File: src/design/swfd_pkg.sv
`timescale 1ns / 1ps

package swfd_pkg;

  // default geometry of the frame
  localparam int FRAME_SIZE_DEF = 56;
  localparam int SYNC_BITS_DEF  = 32;
  localparam int CRC_FIRST_DEF  = 5;
  localparam int CRC_COUNT_DEF  = 49;

  // configuration register indexes
  localparam int CFG_IDX_W = 2;
  localparam logic [CFG_IDX_W-1:0] REG_INVERT    = 2'd0;
  localparam logic [CFG_IDX_W-1:0] REG_SYNC_WORD = 2'd1;
  localparam logic [CFG_IDX_W-1:0] REG_CRC_POLY  = 2'd2;
  localparam logic [CFG_IDX_W-1:0] REG_CRC_SEED  = 2'd3;

  // configuration reset values
  localparam logic        INVERT_RST    = 1'b0;
  localparam logic [31:0] SYNC_WORD_RST = 32'h5555_552D;
  localparam logic [15:0] CRC_POLY_RST  = 16'h8005;
  localparam logic [15:0] CRC_SEED_RST  = 16'h0000;

  // internal byte position (frames up to 256 bytes), output position, compare width
  localparam int IDX_W     = 8;
  localparam int OUT_IDX_W = 6;
  localparam int CMP_W     = 9;
  // count of sync bytes still to send (up to four)
  localparam int SLEFT_W   = 3;

  // byte events from the bit stage to the byte stage
  typedef struct packed {
    logic             sync;
    logic             data;
    logic [7:0]       value;
    logic [IDX_W-1:0] idx;
  } swfd_evt_t;

  // one byte through the crc-16 register, msb first, no reflection
  function automatic logic [15:0] crc16_byte(input logic [15:0] rem,
                                             input logic [7:0]  data,
                                             input logic [15:0] poly);
    logic [15:0] r;
    r = rem ^ {data, 8'h00};
    for (int k = 0; k < 8; k++) begin
      r = r[15] ? ({r[14:0], 1'b0} ^ poly) : {r[14:0], 1'b0};
    end
    return r;
  endfunction

endpackage

File: src/design/sync_word_frame_deframer_crc16.sv
`timescale 1ns / 1ps

// Sync-word deframer with CRC-16 check. Each input transfer carries one
// demodulated bit or a gap marker; one is taken per clock cycle while in_ready
// is high. While hunting, the block compares the last SYNC_BITS bits against
// the sync word (no gap allowed among them); on a match it sends the whole sync
// bytes, then packs every further bit MSB first and sends each byte as it
// completes, up to FRAME_SIZE per frame, with its position in byte_index. The
// CRC-16 over bytes CRC_FIRST .. CRC_FIRST+CRC_COUNT-1 is checked against
// the two bytes that follow, and the result shows as crc_ok on the byte marked
// last. Each output transfer moves one byte; the sync bytes leave one per cycle
// while out_ready is high, from a copy of the sync word, while input keeps
// flowing. A completed data byte waits in a holding slot for the output
// register. in_ready falls only while a completed data byte is held behind a
// stalled output register or sync bytes not yet sent, so a stall on the output
// side reaches the input one byte later. The CRC register takes one byte per
// cycle while bytes enter the output register. Write registers over the cfg_
// port only while the block is idle; the block itself enforces none of this.
module sync_word_frame_deframer_crc16 #(
  parameter int FRAME_SIZE  = swfd_pkg::FRAME_SIZE_DEF,
  parameter int SYNC_BITS   = swfd_pkg::SYNC_BITS_DEF,
  parameter int CRC_FIRST   = swfd_pkg::CRC_FIRST_DEF,
  parameter int CRC_COUNT   = swfd_pkg::CRC_COUNT_DEF
) (
  input  logic                                clk,
  input  logic                                rst_n,
  input  logic                                in_valid,
  output logic                                in_ready,
  input  logic                                in_action,
  input  logic                                in_bit_value,
  output logic                                out_valid,
  input  logic                                out_ready,
  output logic [7:0]                          out_byte_value,
  output logic [swfd_pkg::OUT_IDX_W-1:0]      out_byte_index,
  output logic                                out_last,
  output logic                                out_crc_ok,
  input  logic                                cfg_valid,
  output logic                                cfg_ready,
  input  logic [swfd_pkg::CFG_IDX_W-1:0]      cfg_index,
  input  logic [31:0]                         cfg_data
);

  logic        invert_r;
  logic [31:0] sync_word_r;
  logic [15:0] crc_poly_r;
  logic [15:0] crc_seed_r;

  logic                in_fire;
  logic                can_accept;
  swfd_pkg::swfd_evt_t evt;

  // configuration registers
  assign cfg_ready = 1'b1;

  always_ff @(posedge clk) begin
    if (!rst_n) begin
      invert_r    <= swfd_pkg::INVERT_RST;
      sync_word_r <= swfd_pkg::SYNC_WORD_RST;
      crc_poly_r  <= swfd_pkg::CRC_POLY_RST;
      crc_seed_r  <= swfd_pkg::CRC_SEED_RST;
    end else if (cfg_valid && cfg_ready) begin
      case (cfg_index)
        swfd_pkg::REG_INVERT:    invert_r    <= cfg_data[0];
        swfd_pkg::REG_SYNC_WORD: sync_word_r <= cfg_data;
        swfd_pkg::REG_CRC_POLY:  crc_poly_r  <= cfg_data[15:0];
        swfd_pkg::REG_CRC_SEED:  crc_seed_r  <= cfg_data[15:0];
        default: ;
      endcase
    end
  end

  // input transfer
  assign in_ready = can_accept;
  assign in_fire  = in_valid && in_ready;

  swfd_bit_stage #(
    .FRAME_SIZE (FRAME_SIZE),
    .SYNC_BITS  (SYNC_BITS)
  ) u_bit (
    .clk       (clk),
    .rst_n     (rst_n),
    .fire      (in_fire),
    .action    (in_action),
    .bit_value (in_bit_value),
    .invert    (invert_r),
    .sync_word (sync_word_r),
    .evt       (evt)
  );

  swfd_byte_stage #(
    .FRAME_SIZE  (FRAME_SIZE),
    .SYNC_BITS   (SYNC_BITS),
    .CRC_FIRST   (CRC_FIRST),
    .CRC_COUNT   (CRC_COUNT)
  ) u_byte (
    .clk            (clk),
    .rst_n          (rst_n),
    .evt            (evt),
    .sync_word      (sync_word_r),
    .crc_poly       (crc_poly_r),
    .crc_seed       (crc_seed_r),
    .can_accept     (can_accept),
    .out_valid      (out_valid),
    .out_ready      (out_ready),
    .out_byte_value (out_byte_value),
    .out_byte_index (out_byte_index),
    .out_last       (out_last),
    .out_crc_ok     (out_crc_ok)
  );

endmodule

File: src/design/swfd_bit_stage.sv
`timescale 1ns / 1ps

module swfd_bit_stage #(
  parameter int FRAME_SIZE = swfd_pkg::FRAME_SIZE_DEF,
  parameter int SYNC_BITS  = swfd_pkg::SYNC_BITS_DEF
) (
  input  logic                clk,
  input  logic                rst_n,
  input  logic                fire,
  input  logic                action,
  input  logic                bit_value,
  input  logic                invert,
  input  logic [31:0]         sync_word,
  output swfd_pkg::swfd_evt_t evt
);

  localparam int CW  = $clog2(FRAME_SIZE * 8 + 1);
  localparam int CLW = $clog2(SYNC_BITS + 1);
  localparam logic [CLW-1:0] SYNC_C  = CLW'(SYNC_BITS);
  localparam logic [CW-1:0]  FRAME_C = CW'(FRAME_SIZE * 8);
  localparam logic [CW-1:0]  SYNC_CNT = CW'(SYNC_BITS);

  logic [SYNC_BITS-1:0] hist_r;
  logic [CLW-1:0]       clean_r;
  logic                 in_frame_r;
  logic [CW-1:0]        cnt_r;
  logic [7:0]           acc_r;

  logic                 b;
  logic [SYNC_BITS-1:0] hist_nxt;
  logic [CLW-1:0]       clean_nxt;
  logic [CW-1:0]        cnt_nxt;
  logic [7:0]           acc_nxt;
  logic                 sync_hit;
  logic                 byte_done;
  logic                 frame_end;
  logic                 data_bit;

  // bit after optional inversion, history and clean run length
  assign b         = bit_value ^ invert;
  assign data_bit  = fire && !action;
  assign hist_nxt  = {hist_r[SYNC_BITS-2:0], b};
  assign clean_nxt = (clean_r == SYNC_C) ? clean_r : clean_r + CLW'(1);

  // sync search while hunting
  assign sync_hit = !in_frame_r && (clean_nxt == SYNC_C) &&
                    (hist_nxt == sync_word[SYNC_BITS-1:0]);

  // byte packing inside a frame
  assign cnt_nxt   = cnt_r + CW'(1);
  assign acc_nxt   = {acc_r[6:0], b};
  assign byte_done = (cnt_nxt[2:0] == 3'd0);
  assign frame_end = (cnt_nxt == FRAME_C);

  always_comb begin
    evt       = '0;
    evt.sync  = data_bit && sync_hit;
    evt.data  = data_bit && in_frame_r && byte_done;
    evt.value = acc_nxt;
    evt.idx   = swfd_pkg::IDX_W'(cnt_nxt[CW-1:3] - (CW-3)'(1));
  end

  always_ff @(posedge clk) begin
    if (!rst_n) begin
      hist_r     <= '0;
      clean_r    <= '0;
      in_frame_r <= 1'b0;
      cnt_r      <= '0;
      acc_r      <= '0;
    end else if (fire) begin
      if (action) begin
        // gap marker only breaks the clean run
        clean_r <= '0;
      end else begin
        hist_r  <= hist_nxt;
        clean_r <= clean_nxt;
        if (in_frame_r) begin
          if (frame_end) begin
            in_frame_r <= 1'b0;
            cnt_r      <= '0;
            acc_r      <= '0;
          end else begin
            cnt_r <= cnt_nxt;
            acc_r <= acc_nxt;
          end
        end else if (sync_hit) begin
          // sync bits count as frame bits, leftover bits start the next byte
          in_frame_r <= 1'b1;
          cnt_r      <= SYNC_CNT;
          acc_r      <= sync_word[7:0];
        end
      end
    end
  end

endmodule

File: src/design/swfd_byte_stage.sv
`timescale 1ns / 1ps

module swfd_byte_stage #(
  parameter int FRAME_SIZE  = swfd_pkg::FRAME_SIZE_DEF,
  parameter int SYNC_BITS   = swfd_pkg::SYNC_BITS_DEF,
  parameter int CRC_FIRST   = swfd_pkg::CRC_FIRST_DEF,
  parameter int CRC_COUNT   = swfd_pkg::CRC_COUNT_DEF
) (
  input  logic                                clk,
  input  logic                                rst_n,
  input  swfd_pkg::swfd_evt_t                 evt,
  input  logic [31:0]                         sync_word,
  input  logic [15:0]                         crc_poly,
  input  logic [15:0]                         crc_seed,
  output logic                                can_accept,
  output logic                                out_valid,
  input  logic                                out_ready,
  output logic [7:0]                          out_byte_value,
  output logic [swfd_pkg::OUT_IDX_W-1:0]      out_byte_index,
  output logic                                out_last,
  output logic                                out_crc_ok
);

  localparam int NSB = SYNC_BITS / 8;
  localparam logic [swfd_pkg::SLEFT_W-1:0] NSB_C = swfd_pkg::SLEFT_W'(NSB);
  localparam logic [swfd_pkg::CMP_W-1:0] CRC_LO  = swfd_pkg::CMP_W'(CRC_FIRST);
  localparam logic [swfd_pkg::CMP_W-1:0] CRC_HI  = swfd_pkg::CMP_W'(CRC_FIRST + CRC_COUNT);
  localparam logic [swfd_pkg::CMP_W-1:0] CRC_HI1 = swfd_pkg::CMP_W'(CRC_FIRST + CRC_COUNT + 1);
  localparam logic [swfd_pkg::CMP_W-1:0] LAST_C  = swfd_pkg::CMP_W'(FRAME_SIZE - 1);

  // sync byte source and one-entry holding slot for data bytes
  logic [SYNC_BITS-1:0]              snap_r;
  logic [swfd_pkg::SLEFT_W-1:0]      sleft_r;
  logic                              pend_valid_r;
  logic [7:0]                        pend_value_r;
  logic [swfd_pkg::IDX_W-1:0]        pend_idx_r;

  // crc state
  logic [15:0] crc_r;
  logic [7:0]  hb_r;
  logic        match_r;

  // output register
  logic                              out_valid_r;
  logic [7:0]                        out_value_r;
  logic [swfd_pkg::OUT_IDX_W-1:0]    out_idx_r;
  logic                              out_last_r;
  logic                              out_ok_r;

  logic                              sel_sync;
  logic                              sel_pend;
  logic                              load_out;
  logic                              take;
  logic                              pend_take;
  logic [7:0]                        cur_value;
  logic [swfd_pkg::IDX_W-1:0]        cur_idx;
  logic [swfd_pkg::CMP_W-1:0]        cur_idx_w;
  logic [15:0]                       rem_base;
  logic                              match_base;
  logic [15:0]                       crc_nxt;
  logic                              match_nxt;
  logic                              cur_last;

  // sync bytes go first, then the held data byte
  assign sel_sync   = (sleft_r != '0);
  assign sel_pend   = !sel_sync && pend_valid_r;
  assign load_out   = !out_valid_r || out_ready;
  assign take       = load_out && (sel_sync || sel_pend);
  assign pend_take  = take && sel_pend;
  assign can_accept = !pend_valid_r || pend_take;

  assign cur_value = sel_sync ? snap_r[SYNC_BITS-1 -: 8] : pend_value_r;
  assign cur_idx   = sel_sync ? swfd_pkg::IDX_W'(NSB_C - sleft_r) : pend_idx_r;
  assign cur_idx_w = swfd_pkg::CMP_W'(cur_idx);

  // crc over the covered bytes, restarted by byte zero of each frame
  always_comb begin
    rem_base   = (cur_idx == '0) ? crc_seed : crc_r;
    match_base = (cur_idx == '0) ? 1'b0 : match_r;
    crc_nxt    = rem_base;
    match_nxt  = match_base;
    if (cur_idx_w >= CRC_LO && cur_idx_w < CRC_HI) begin
      crc_nxt = swfd_pkg::crc16_byte(rem_base, cur_value, crc_poly);
    end
    if (cur_idx_w == CRC_HI1) begin
      match_nxt = (rem_base == {hb_r, cur_value});
    end
  end

  assign cur_last = (cur_idx_w == LAST_C);

  // sync byte source and holding slot
  always_ff @(posedge clk) begin
    if (!rst_n) begin
      sleft_r      <= '0;
      pend_valid_r <= 1'b0;
    end else begin
      if (evt.sync) begin
        sleft_r <= NSB_C;
      end else if (take && sel_sync) begin
        sleft_r <= sleft_r - swfd_pkg::SLEFT_W'(1);
      end
      if (evt.data) begin
        pend_valid_r <= 1'b1;
      end else if (pend_take) begin
        pend_valid_r <= 1'b0;
      end
    end
  end

  always_ff @(posedge clk) begin
    if (evt.sync) begin
      snap_r <= sync_word[SYNC_BITS-1:0];
    end else if (take && sel_sync) begin
      snap_r <= snap_r << 8;
    end
    if (evt.data) begin
      pend_value_r <= evt.value;
      pend_idx_r   <= evt.idx;
    end
  end

  // crc registers follow every byte that leaves
  always_ff @(posedge clk) begin
    if (!rst_n) begin
      crc_r   <= swfd_pkg::CRC_SEED_RST;
      match_r <= 1'b0;
    end else if (take) begin
      crc_r   <= crc_nxt;
      match_r <= match_nxt;
    end
  end

  always_ff @(posedge clk) begin
    if (take && cur_idx_w == CRC_HI) begin
      hb_r <= cur_value;
    end
  end

  // result register
  always_ff @(posedge clk) begin
    if (!rst_n) begin
      out_valid_r <= 1'b0;
    end else if (load_out) begin
      out_valid_r <= take;
    end
  end

  always_ff @(posedge clk) begin
    if (take) begin
      out_value_r <= cur_value;
      out_idx_r   <= swfd_pkg::OUT_IDX_W'(cur_idx);
      out_last_r  <= cur_last;
      out_ok_r    <= cur_last && match_nxt;
    end
  end

  assign out_valid      = out_valid_r;
  assign out_byte_value = out_value_r;
  assign out_byte_index = out_idx_r;
  assign out_last       = out_last_r;
  assign out_crc_ok     = out_ok_r;

endmodule

File: config.mk
export PLATFORM = sky130hd
export DESIGN_NAME = sync_word_frame_deframer_crc16
export DESIGN_NICKNAME = d
export VERILOG_FILES = /design/src/design/swfd_pkg.sv /design/src/design/sync_word_frame_deframer_crc16.sv /design/src/design/swfd_bit_stage.sv /design/src/design/swfd_byte_stage.sv
export SDC_FILE = /design/constraint.sdc
export NUM_CORES = 1
export LEC_CHECK = 0
export ABC_AREA = 1
export BUFFER_PORTS_ARGS = -buffer_cell sky130_fd_sc_hd__buf_2
export CORE_MARGIN = 8
export CORE_UTILIZATION = 50
export CTS_CLUSTER_DIAMETER = 80
export DETAILED_ROUTE_END_ITERATION = 6
export GPL_TIMING_DRIVEN = 1
export PLACE_DENSITY_LB_ADDON = 0.25
export SYNTH_ARGS = -nofsm -noshare
export SYNTH_HDL_FRONTEND = slang
export SYNTH_SLANG_ARGS = --single-unit
File: constraint.sdc
create_clock -name clk -period 5.8 [get_ports clk]
set_clock_uncertainty 0.05 [all_clocks]
set_input_delay 0.87 -clock clk [delete_from_list [all_inputs] [get_ports clk]]
set_output_delay 0.87 -clock clk [all_outputs]
set_load 0.03 [all_outputs]
## After elaboration in Yosys (flattened, before gate mapping)

Index checks and enable logic that the tools add are counted.

- Bits in registers: 213
- Output and inout port bits: 19

- Add/subtract/negate cells: 5
- Magnitude comparators: 2
- Eq/ne operators: 10
- Multiplexer cells: 31
- Bitwise operators: 12
- Reduce and logical (&&, ||, !) cells: 36

Operator list:

| operator | count |
|---|---|
| $mux W16 | 10 |
| $xor A16 B16 Y16 | 9 |
| $mux W32 | 2 |
| $eq A32 B32 Y1 | 1 |
| $mux W9 | 3 |
| $mux W7 | 3 |
| $eq A16 B16 Y1 | 1 |
| $eq A8 B6 Y1 const B | 2 |
| $mux W8 | 2 |
| $logic_and A1 B1 Y1 | 14 |
| $eq A6 B6 Y1 const B | 2 |
| $mux W6 | 2 |
| $reduce_and A2 Y1 | 5 |
| $add A9 B1 Y9 const B | 1 |
| $eq A9 B9 Y1 const B | 1 |
| $ge A8 B3 Y1 const B | 1 |
| $logic_not A8 Y1 | 1 |
| $lt A8 B6 Y1 const B | 1 |
| $mux W1 | 7 |
| $sub A6 B1 Y7 const B | 1 |
| $add A6 B1 Y6 const B | 1 |
| $mux W3 | 2 |
| $reduce_bool A2 Y1 | 3 |
| $logic_not A1 Y1 | 5 |
| other kinds (12) | 16 |

## Logic depth before layout (Yosys ltp)

- Word-level depth: 22
- Depth in mapped cells: 40

## Modules after synthesis

Synthesis repeated with hierarchy kept, for this count alone.

- Cell total of the unflattened synthesis: 1943
- Area, all modules: 12908.6 um^2

By module, submodules not included:

| module | times used | cells each | area each (um^2) | sequential area each (um^2) |
|---|---|---|---|---|
| swfd_byte_stage | 1 | 1035 | 7063.0 | 2582.5 |
| swfd_bit_stage | 1 | 521 | 3228.1 | 1081.0 |
| sync_word_frame_deframer_crc16 | 1 | 387 | 2617.5 | 1301.2 |

## Worst setup path before layout

OpenSTA, ideal clock, no wires.

- Kind: register -> register
- Start: register u_byte.sleft_r[0] in the netlist's numbering
- End: register u_byte.snap_r[0], enable pin
- Setup time: 0.389 ns
- Data arrival time: 4.019 ns
- Data required time: 5.361 ns
- Setup slack: 1.341 ns
- Cell stages (with the launch flop): 16
- Buffers on the path: 4
- Cells stage by stage: dfxtp_1 -> inv_1 -> ha_1 -> buf_2 -> nand2_2 -> buf_2 -> o21ai_1 -> o21ai_0 -> nand2_1 -> nor2_1 -> inv_1 -> a21oi_1 -> nand3_1 -> clkbuf_1 -> clkbuf_1 -> nand2_1

- Longest elaborated chain between the ends: 11
- Elaborated cells between the ends (all ways): 12

RTL lines:

| element | RTL line | text |
|---|---|---|
| from (decl) | swfd_byte_stage.sv:33 | `logic [swfd_pkg::SLEFT_W-1:0] sleft_r;` |
| from (signal assigned) | swfd_byte_stage.sv:101 | `sleft_r <= sleft_r - swfd_pkg::SLEFT_W'(1);` |
| $reduce_bool A3 Y1 * | swfd_byte_stage.sv:65 | `assign sel_sync = (sleft_r != '0);` |
| $logic_not A1 Y1 | swfd_byte_stage.sv:66 | `assign sel_pend = !sel_sync && pend_valid_r;` |
| $logic_and A1 B1 Y1 | swfd_byte_stage.sv:66 |  |
| $logic_or A1 B1 Y1 | swfd_byte_stage.sv:68 | `assign take = load_out && (sel_sync \|\| sel_pend);` |
| $logic_and A1 B1 Y1 | swfd_byte_stage.sv:68 |  |
| $logic_and A1 B1 Y1 * | swfd_byte_stage.sv:69 | `assign pend_take = take && sel_pend;` |
| $logic_or A1 B1 Y1 * | swfd_byte_stage.sv:70 | `assign can_accept = !pend_valid_r \|\| pend_take;` |
| via in_ready | sync_word_frame_deframer_crc16.sv:28 | `output logic in_ready,` |
| $logic_and A1 B1 Y1 * | sync_word_frame_deframer_crc16.sv:74 | `assign in_fire = in_valid && in_ready;` |
| $logic_and A1 B1 Y1 * | swfd_bit_stage.sv:41 | `assign data_bit = fire && !action;` |
| $logic_and A1 B1 Y1 * | swfd_bit_stage.sv:57 | `evt.sync = data_bit && sync_hit;` |
| $reduce_bool A2 Y1 (no source line) * | n/a |  |
| to (signal assigned) | swfd_byte_stage.sv:113 | `snap_r <= sync_word[SYNC_BITS-1:0];` |
| to (signal assigned) | swfd_byte_stage.sv:115 | `snap_r <= snap_r << 8;` |
| to (decl) | swfd_byte_stage.sv:32 | `logic [SYNC_BITS-1:0] snap_r;` |

The timed path passes the listed nets; every way through them passes the cells marked *.
A chain may end at the register's enable or synchronous reset.

## Worst setup path after layout

- Start: register u_byte.sleft_r[0] in the netlist's numbering
- End: register u_byte.crc_r[5]

- Longest elaborated chain between the ends: 21
- Elaborated cells between the ends (all ways): 31

RTL lines:

| element | RTL line | text |
|---|---|---|
| $sub A3 B3 Y4 / $reduce_bool A3 Y1 (equally long branches) | swfd_byte_stage.sv:73, swfd_byte_stage.sv:65 |  |
| $mux W8 * | swfd_byte_stage.sv:73 | `assign cur_idx = sel_sync ? swfd_pkg::IDX_W'(NSB_C - sleft_r) : pend_idx_r;` |
| via u_byte.cur_idx (one bit) | swfd_byte_stage.sv:56 | `logic [swfd_pkg::IDX_W-1:0] cur_idx;` |
| $logic_not A8 Y1 | swfd_byte_stage.sv:78 | `rem_base = (cur_idx == '0) ? crc_seed : crc_r;` |
| $mux W16 | swfd_byte_stage.sv:78 |  |
| $xor A16 B16 Y16 | swfd_pkg.sv:44 | `r = rem ^ {data, 8'h00};` |
| $xor A16 B16 Y16 | swfd_pkg.sv:46 | `r = r[15] ? ({r[14:0], 1'b0} ^ poly) : {r[14:0], 1'b0};` |
| $mux W16 | swfd_pkg.sv:46 |  |
| [6 not listed] | n/a |  |
| $mux W16 / $xor A16 B16 Y16 (equally long branches) | swfd_pkg.sv:46 |  |
| $xor A16 B16 Y16 / $mux W16 (equally long branches) | swfd_pkg.sv:46 |  |
| $mux W16 / $xor A16 B16 Y16 (equally long branches) | swfd_pkg.sv:46 |  |
| $xor A16 B16 Y16 / $mux W16 (equally long branches) | swfd_pkg.sv:46 |  |
| $mux W16 / $xor A16 B16 Y16 (equally long branches) | swfd_pkg.sv:46 |  |
| $xor A16 B16 Y16 / $mux W16 (equally long branches) | swfd_pkg.sv:46 |  |
| $mux W16 | swfd_pkg.sv:46 |  |
| $mux W16 * | swfd_byte_stage.sv:82 | `if (cur_idx_w >= CRC_LO && cur_idx_w < CRC_HI) begin` |
| to (signal assigned) | swfd_byte_stage.sv:126 | `crc_r <= swfd_pkg::CRC_SEED_RST;` |
| to (signal assigned) | swfd_byte_stage.sv:129 | `crc_r <= crc_nxt;` |
| to (decl) | swfd_byte_stage.sv:39 | `logic [15:0] crc_r;` |

Marks and branches as above.

==> results summary <==
Across all layers, the routed design uses 10693 vias. The floorplan has 56 rows. The logic gate share of total power is 40.2%. CTS built an H-tree with a depth of 1.

In the synthesized netlist the async set-or-reset flop fraction comes to 0%. By area, the combinational part of the netlist is dominated by simple AND/OR/NAND/NOR gates. The cell area after synthesis came out at 11700 um2. At the worst endpoint, the arrival time is 5.70 ns.

The residual overflow from global routing came out at 0. The setup TNS came out at 0 ns. The final cycle utilization of the critical path is 91.7%. The number of cells in the design after placement came out at 1937. The iteration count of the initial detailed-routing pass is 6. The repair_antennas step left the layout with diodes totalling 0. The average instance in the mapped netlist occupies 7.23 um2. In this run the power spent charging and discharging nets is 2.20 mW. The count of max-cap constraint violations came out at 0. The initial antenna violation count came out at 0. The switching portion of total power is 40.7%. The root buffer cell chosen for the clock tree is clkbuf_16.

After synthesis the netlist holds a flip-flop and latch count of 211. The total number of cells along the worst setup path came out at 31. The cell that appears most often on the critical path is nand2_2. The number of buffer and inverter stages on the critical path came out at 3.

STA classifies the critical path endpoint as a flop. The worst-case register-to-register setup slack came out at 0.48 ns. The max-slew violation count came out at 0.

The worst register-to-register path ends at u_byte.crc_r[5]. The clock edge transition at the registers on the reported setup and hold paths is 0.06 ns. The internal power consumption is 3.21 mW. The area share of fa/ha/maj cells after synthesis is 0.747%. The maximum fanout along the worst path is 30.

The via count of the first global-routing pass came to 9836. The number of buffers added on ports came out at 58. For this run, design rule violations remaining after detail routing come to 0. The area growth from synthesis to layout is 11.1%.

The worst hold path belongs to the class flop to flop. The analysis attributes to cell leakage a power of 5.54 nW. The kind of cell with the highest combined delay on the critical path is simple AND/OR/NAND/NOR gates. The measured slew at the worst slew-check pin is 1.02 ns. The synthesized-area fraction occupied by and/or/nand/nor cells came out at 27.9%. The number of synthesized flops with an enable pin is 71. After Yosys synthesis, XOR and XNOR cells account for 5.18% of the synthesized area. By startpoint and endpoint, the worst setup path is classified as flop to flop. The number of primary I/O pins came out at 60. The worst setup path endpoint is u_byte.crc_r[5]. The relative slew slack is 31.7%. In this run the worst setup path begins at u_byte.sleft_r[0]. Setup slack closes at 0.484 ns. Once detailed placement completed, the half-perimeter wirelength came to 24.4 mm. The maximum buffer depth of the clock tree came out at 3. In the global route stage, overall resource usage came out at 22.9%.

The most used flip-flop cell after synthesis is dfxtp_1. The starting density of the core came out at 50.4%. The number of endpoints failing setup at the final stage is 0. The number of cells upsized or downsized after cts is 0. The mux contribution to synthesized area is 0%. The critical path required time is 6.19 ns. The number of hold buffers added after CTS was 0. For this run, the slowest stage of the critical path takes 0.33 ns.

The number of distinct library cells after synthesis came out at 42. The worst setup timing slack at the placement stage is 0.468 ns. The complex-gate fraction of the synthesized area came out at 14.1%.

The final hold violation count came out at 0. The startpoint of the lowest-slack hold path is u_bit.acc_r[6]. Setup repair after global routing left no endpoint under its margin. The core region is 23300 um2. The fraction of final layout cells with drive strength greater than 1 came out at 10.6%.

The share of total power in sequential cells is 31.0%. The run finished with clean final reports. Entering global routing, the biggest net connects 56 pins. The number of nets in the synthesized netlist is 1668.

The final wirelength came out at 33.2 mm. The final weighted congestion in routability-driven placement came out at 0.945. The filler-free cell count of the finished design is 1979. The iteration-0 DRC count of the detailed router is 1110. The post-synthesis cell count came out at 1620. The maximum achievable frequency came out at 0.188 GHz. The worst setup path is launched from a flop. The chip height came out at 169 um.

The total clock sinks came out at 211. The power per cell area is 415 nW/um2. The floorplan die area came out at 28600 um2. The worst register-to-register path begins at u_byte.sleft_r[0]. The first global-routing pass estimated 52.4 mm of wire. The slowest stage of the critical path belongs to the cell dfxtp_1.

TritonCTS built the clock tree. The layout net count is 1691. In this run the horizontal extent of the chip is 169 um. At the later pin of the worst-skew pair, clock insertion delay measures 0.53 ns. IR analysis of the VDD net gives a maximum drop of 0.274 mV. The count of nets left with antenna violations once routing finished came out at 0. The share of total power dissipated in the clock network is 28.8%. After clock tree synthesis, the setup repair step added 0 buffers. The smallest clock period supported by the final layout is computed as 5.32 ns.

The number of warnings issued by yosys came out at 0. Buffers inserted during clock tree synthesis total 23. Counting cells, the worst reg-to-reg path comes to 31.

The average wire length per cell after detail routing came out at 16.8 um. The number of vias per cell after detailed routing is 5.40. The sequential share of the synthesized area came out at 42.1%.
[through the flow]
stage	power (mW)	util [%]	hold WS [ns]	area (um2)
after floorplan	3.40	-	0.359	11700
after global placement	3.77	52.5	0.375	12200
after detailed placement	3.83	52.5	0.381	12200
after CTS	5.39	55.9	0.395	13000
after global routing	5.73	55.9	0.410	13000
final	5.40	55.9	0.393	13000
[power by group through the flow]
stage	registers (mW)	clock network [mW]	logic, mW
after floorplan	1.71	0	1.70
after global placement	1.70	0	2.07
after detailed placement	1.70	0	2.12
after CTS	1.67	1.58	2.13
after global routing	1.68	1.64	2.42
final	1.67	1.56	2.17
[logic make-up after synthesis]
kind of cell / after synthesis
and+or+nand+nor: 746
AOI/OAI and AO/OA: 303
buffers and inverters: 287
DFF: 211
xor gates and xnor gates: 65
adders and majority gates: 7
other: 1
[sequential cells by signal, summed over array words and instances, names as in the netlist, 9 cells and up]
signal and count:
u_bit.hist_r 31, u_byte.snap_r 32, u_byte.crc_r 16, sync_word_r 32, u_bit.cnt_r 9, crc_poly_r 16
crc_seed_r 16
[final cells by class]
type                            instances  area, um2
Timing Repair Buffer                   79        448
Fill cell                            2211      10200
Inverter                              206        773
Clock buffer                           30        622
Sequential cell                       211       4930
Multi-Input combinational cell       1122       5650
Clock inverter                         12        184
Tap cell                              319        399
[Yosys cell counts (8+ instances only)]
master    number  area share [%]
nand2_1      391              13
inv_1        198             6.3
nand3_1      151             6.4
dfxtp_1      140              24
o21ai_0      129             5.5
nor2_1       122             3.9
a21oi_1      109             4.7
edfxtp_1      71              18
clkbuf_1      55             1.8
xor2_1        37             2.8
xnor2_1       26             1.9
o211ai_1      20             1.3
o22ai_1       17            0.91
nand2_2       15            0.80
nand4_1       15            0.80
or2_2         15            0.80
buf_2         13            0.56
nor3_1         9            0.38
buf_4          8            0.51
[cells in the final DEF, fill, tap and decap left out, types with 3 or more instances in the layout]
cell type and count:
buf_2 58, nor2_4 3, o21ai_1 3, edfxtp_1 71, clkinv_2 4, nand4_1 15, nor2_2 4, or2_2 15
xor2_1 37, inv_1 198, nor4_1 5, a21oi_1 109, inv_2 5, nor3_1 8, a211oi_1 6, clkinv_1 4
nand2_2 14, o21ai_0 129, bufinv_16 4, a221oi_1 7, clkbuf_16 23, nand3b_1 5, nand2_4 4, o22ai_1 17
nand2_1 391, dfxtp_1 140, nand3_1 150, nand3_2 8, clkbuf_1 5, buf_4 21, xnor2_1 26, ha_1 7
a31oi_1 6, o211ai_1 20, nor2_1 120
[worst min path at each step]
stage	cells after the start	slack (ns)	end
floorplan	0	0.36	u_byte.pend_value_r[7]
global placement	0	0.38	u_byte.pend_value_r[7]
detailed placement	0	0.38	u_byte.pend_value_r[7]
CTS	0	0.40	u_byte.pend_value_r[7]
global route	0	0.41	u_byte.pend_value_r[7]
finish	0	0.39	u_byte.pend_value_r[7]
[layer usage]
metal | up-vias | part of all wire [%] | track usage (%)
li1 | 5328 | - | -
met2 | 408 | 47 | 38.2
met1 | 4871 | 42 | 29.5
met4 | 0 | 4.0 | 9.12
met5 | - | 0 | 0
met3 | 86 | 6.9 | 3.00
[worst reg2reg max path: cells and delay by family, from the launching register on]
kind | cells | cell delay, ns
XOR/XNOR | 1 | 0.27
AND/OR/NAND/NOR | 25 | 3.71
buffers and inverters | 3 | 0.41
flip-flops | 1 | 0.33
adder cells (fa/ha/maj) | 1 | 0.32
AO/OA/AOI/OAI | 1 | 0.15
Note: power is estimated with default switching activity, not from simulation.
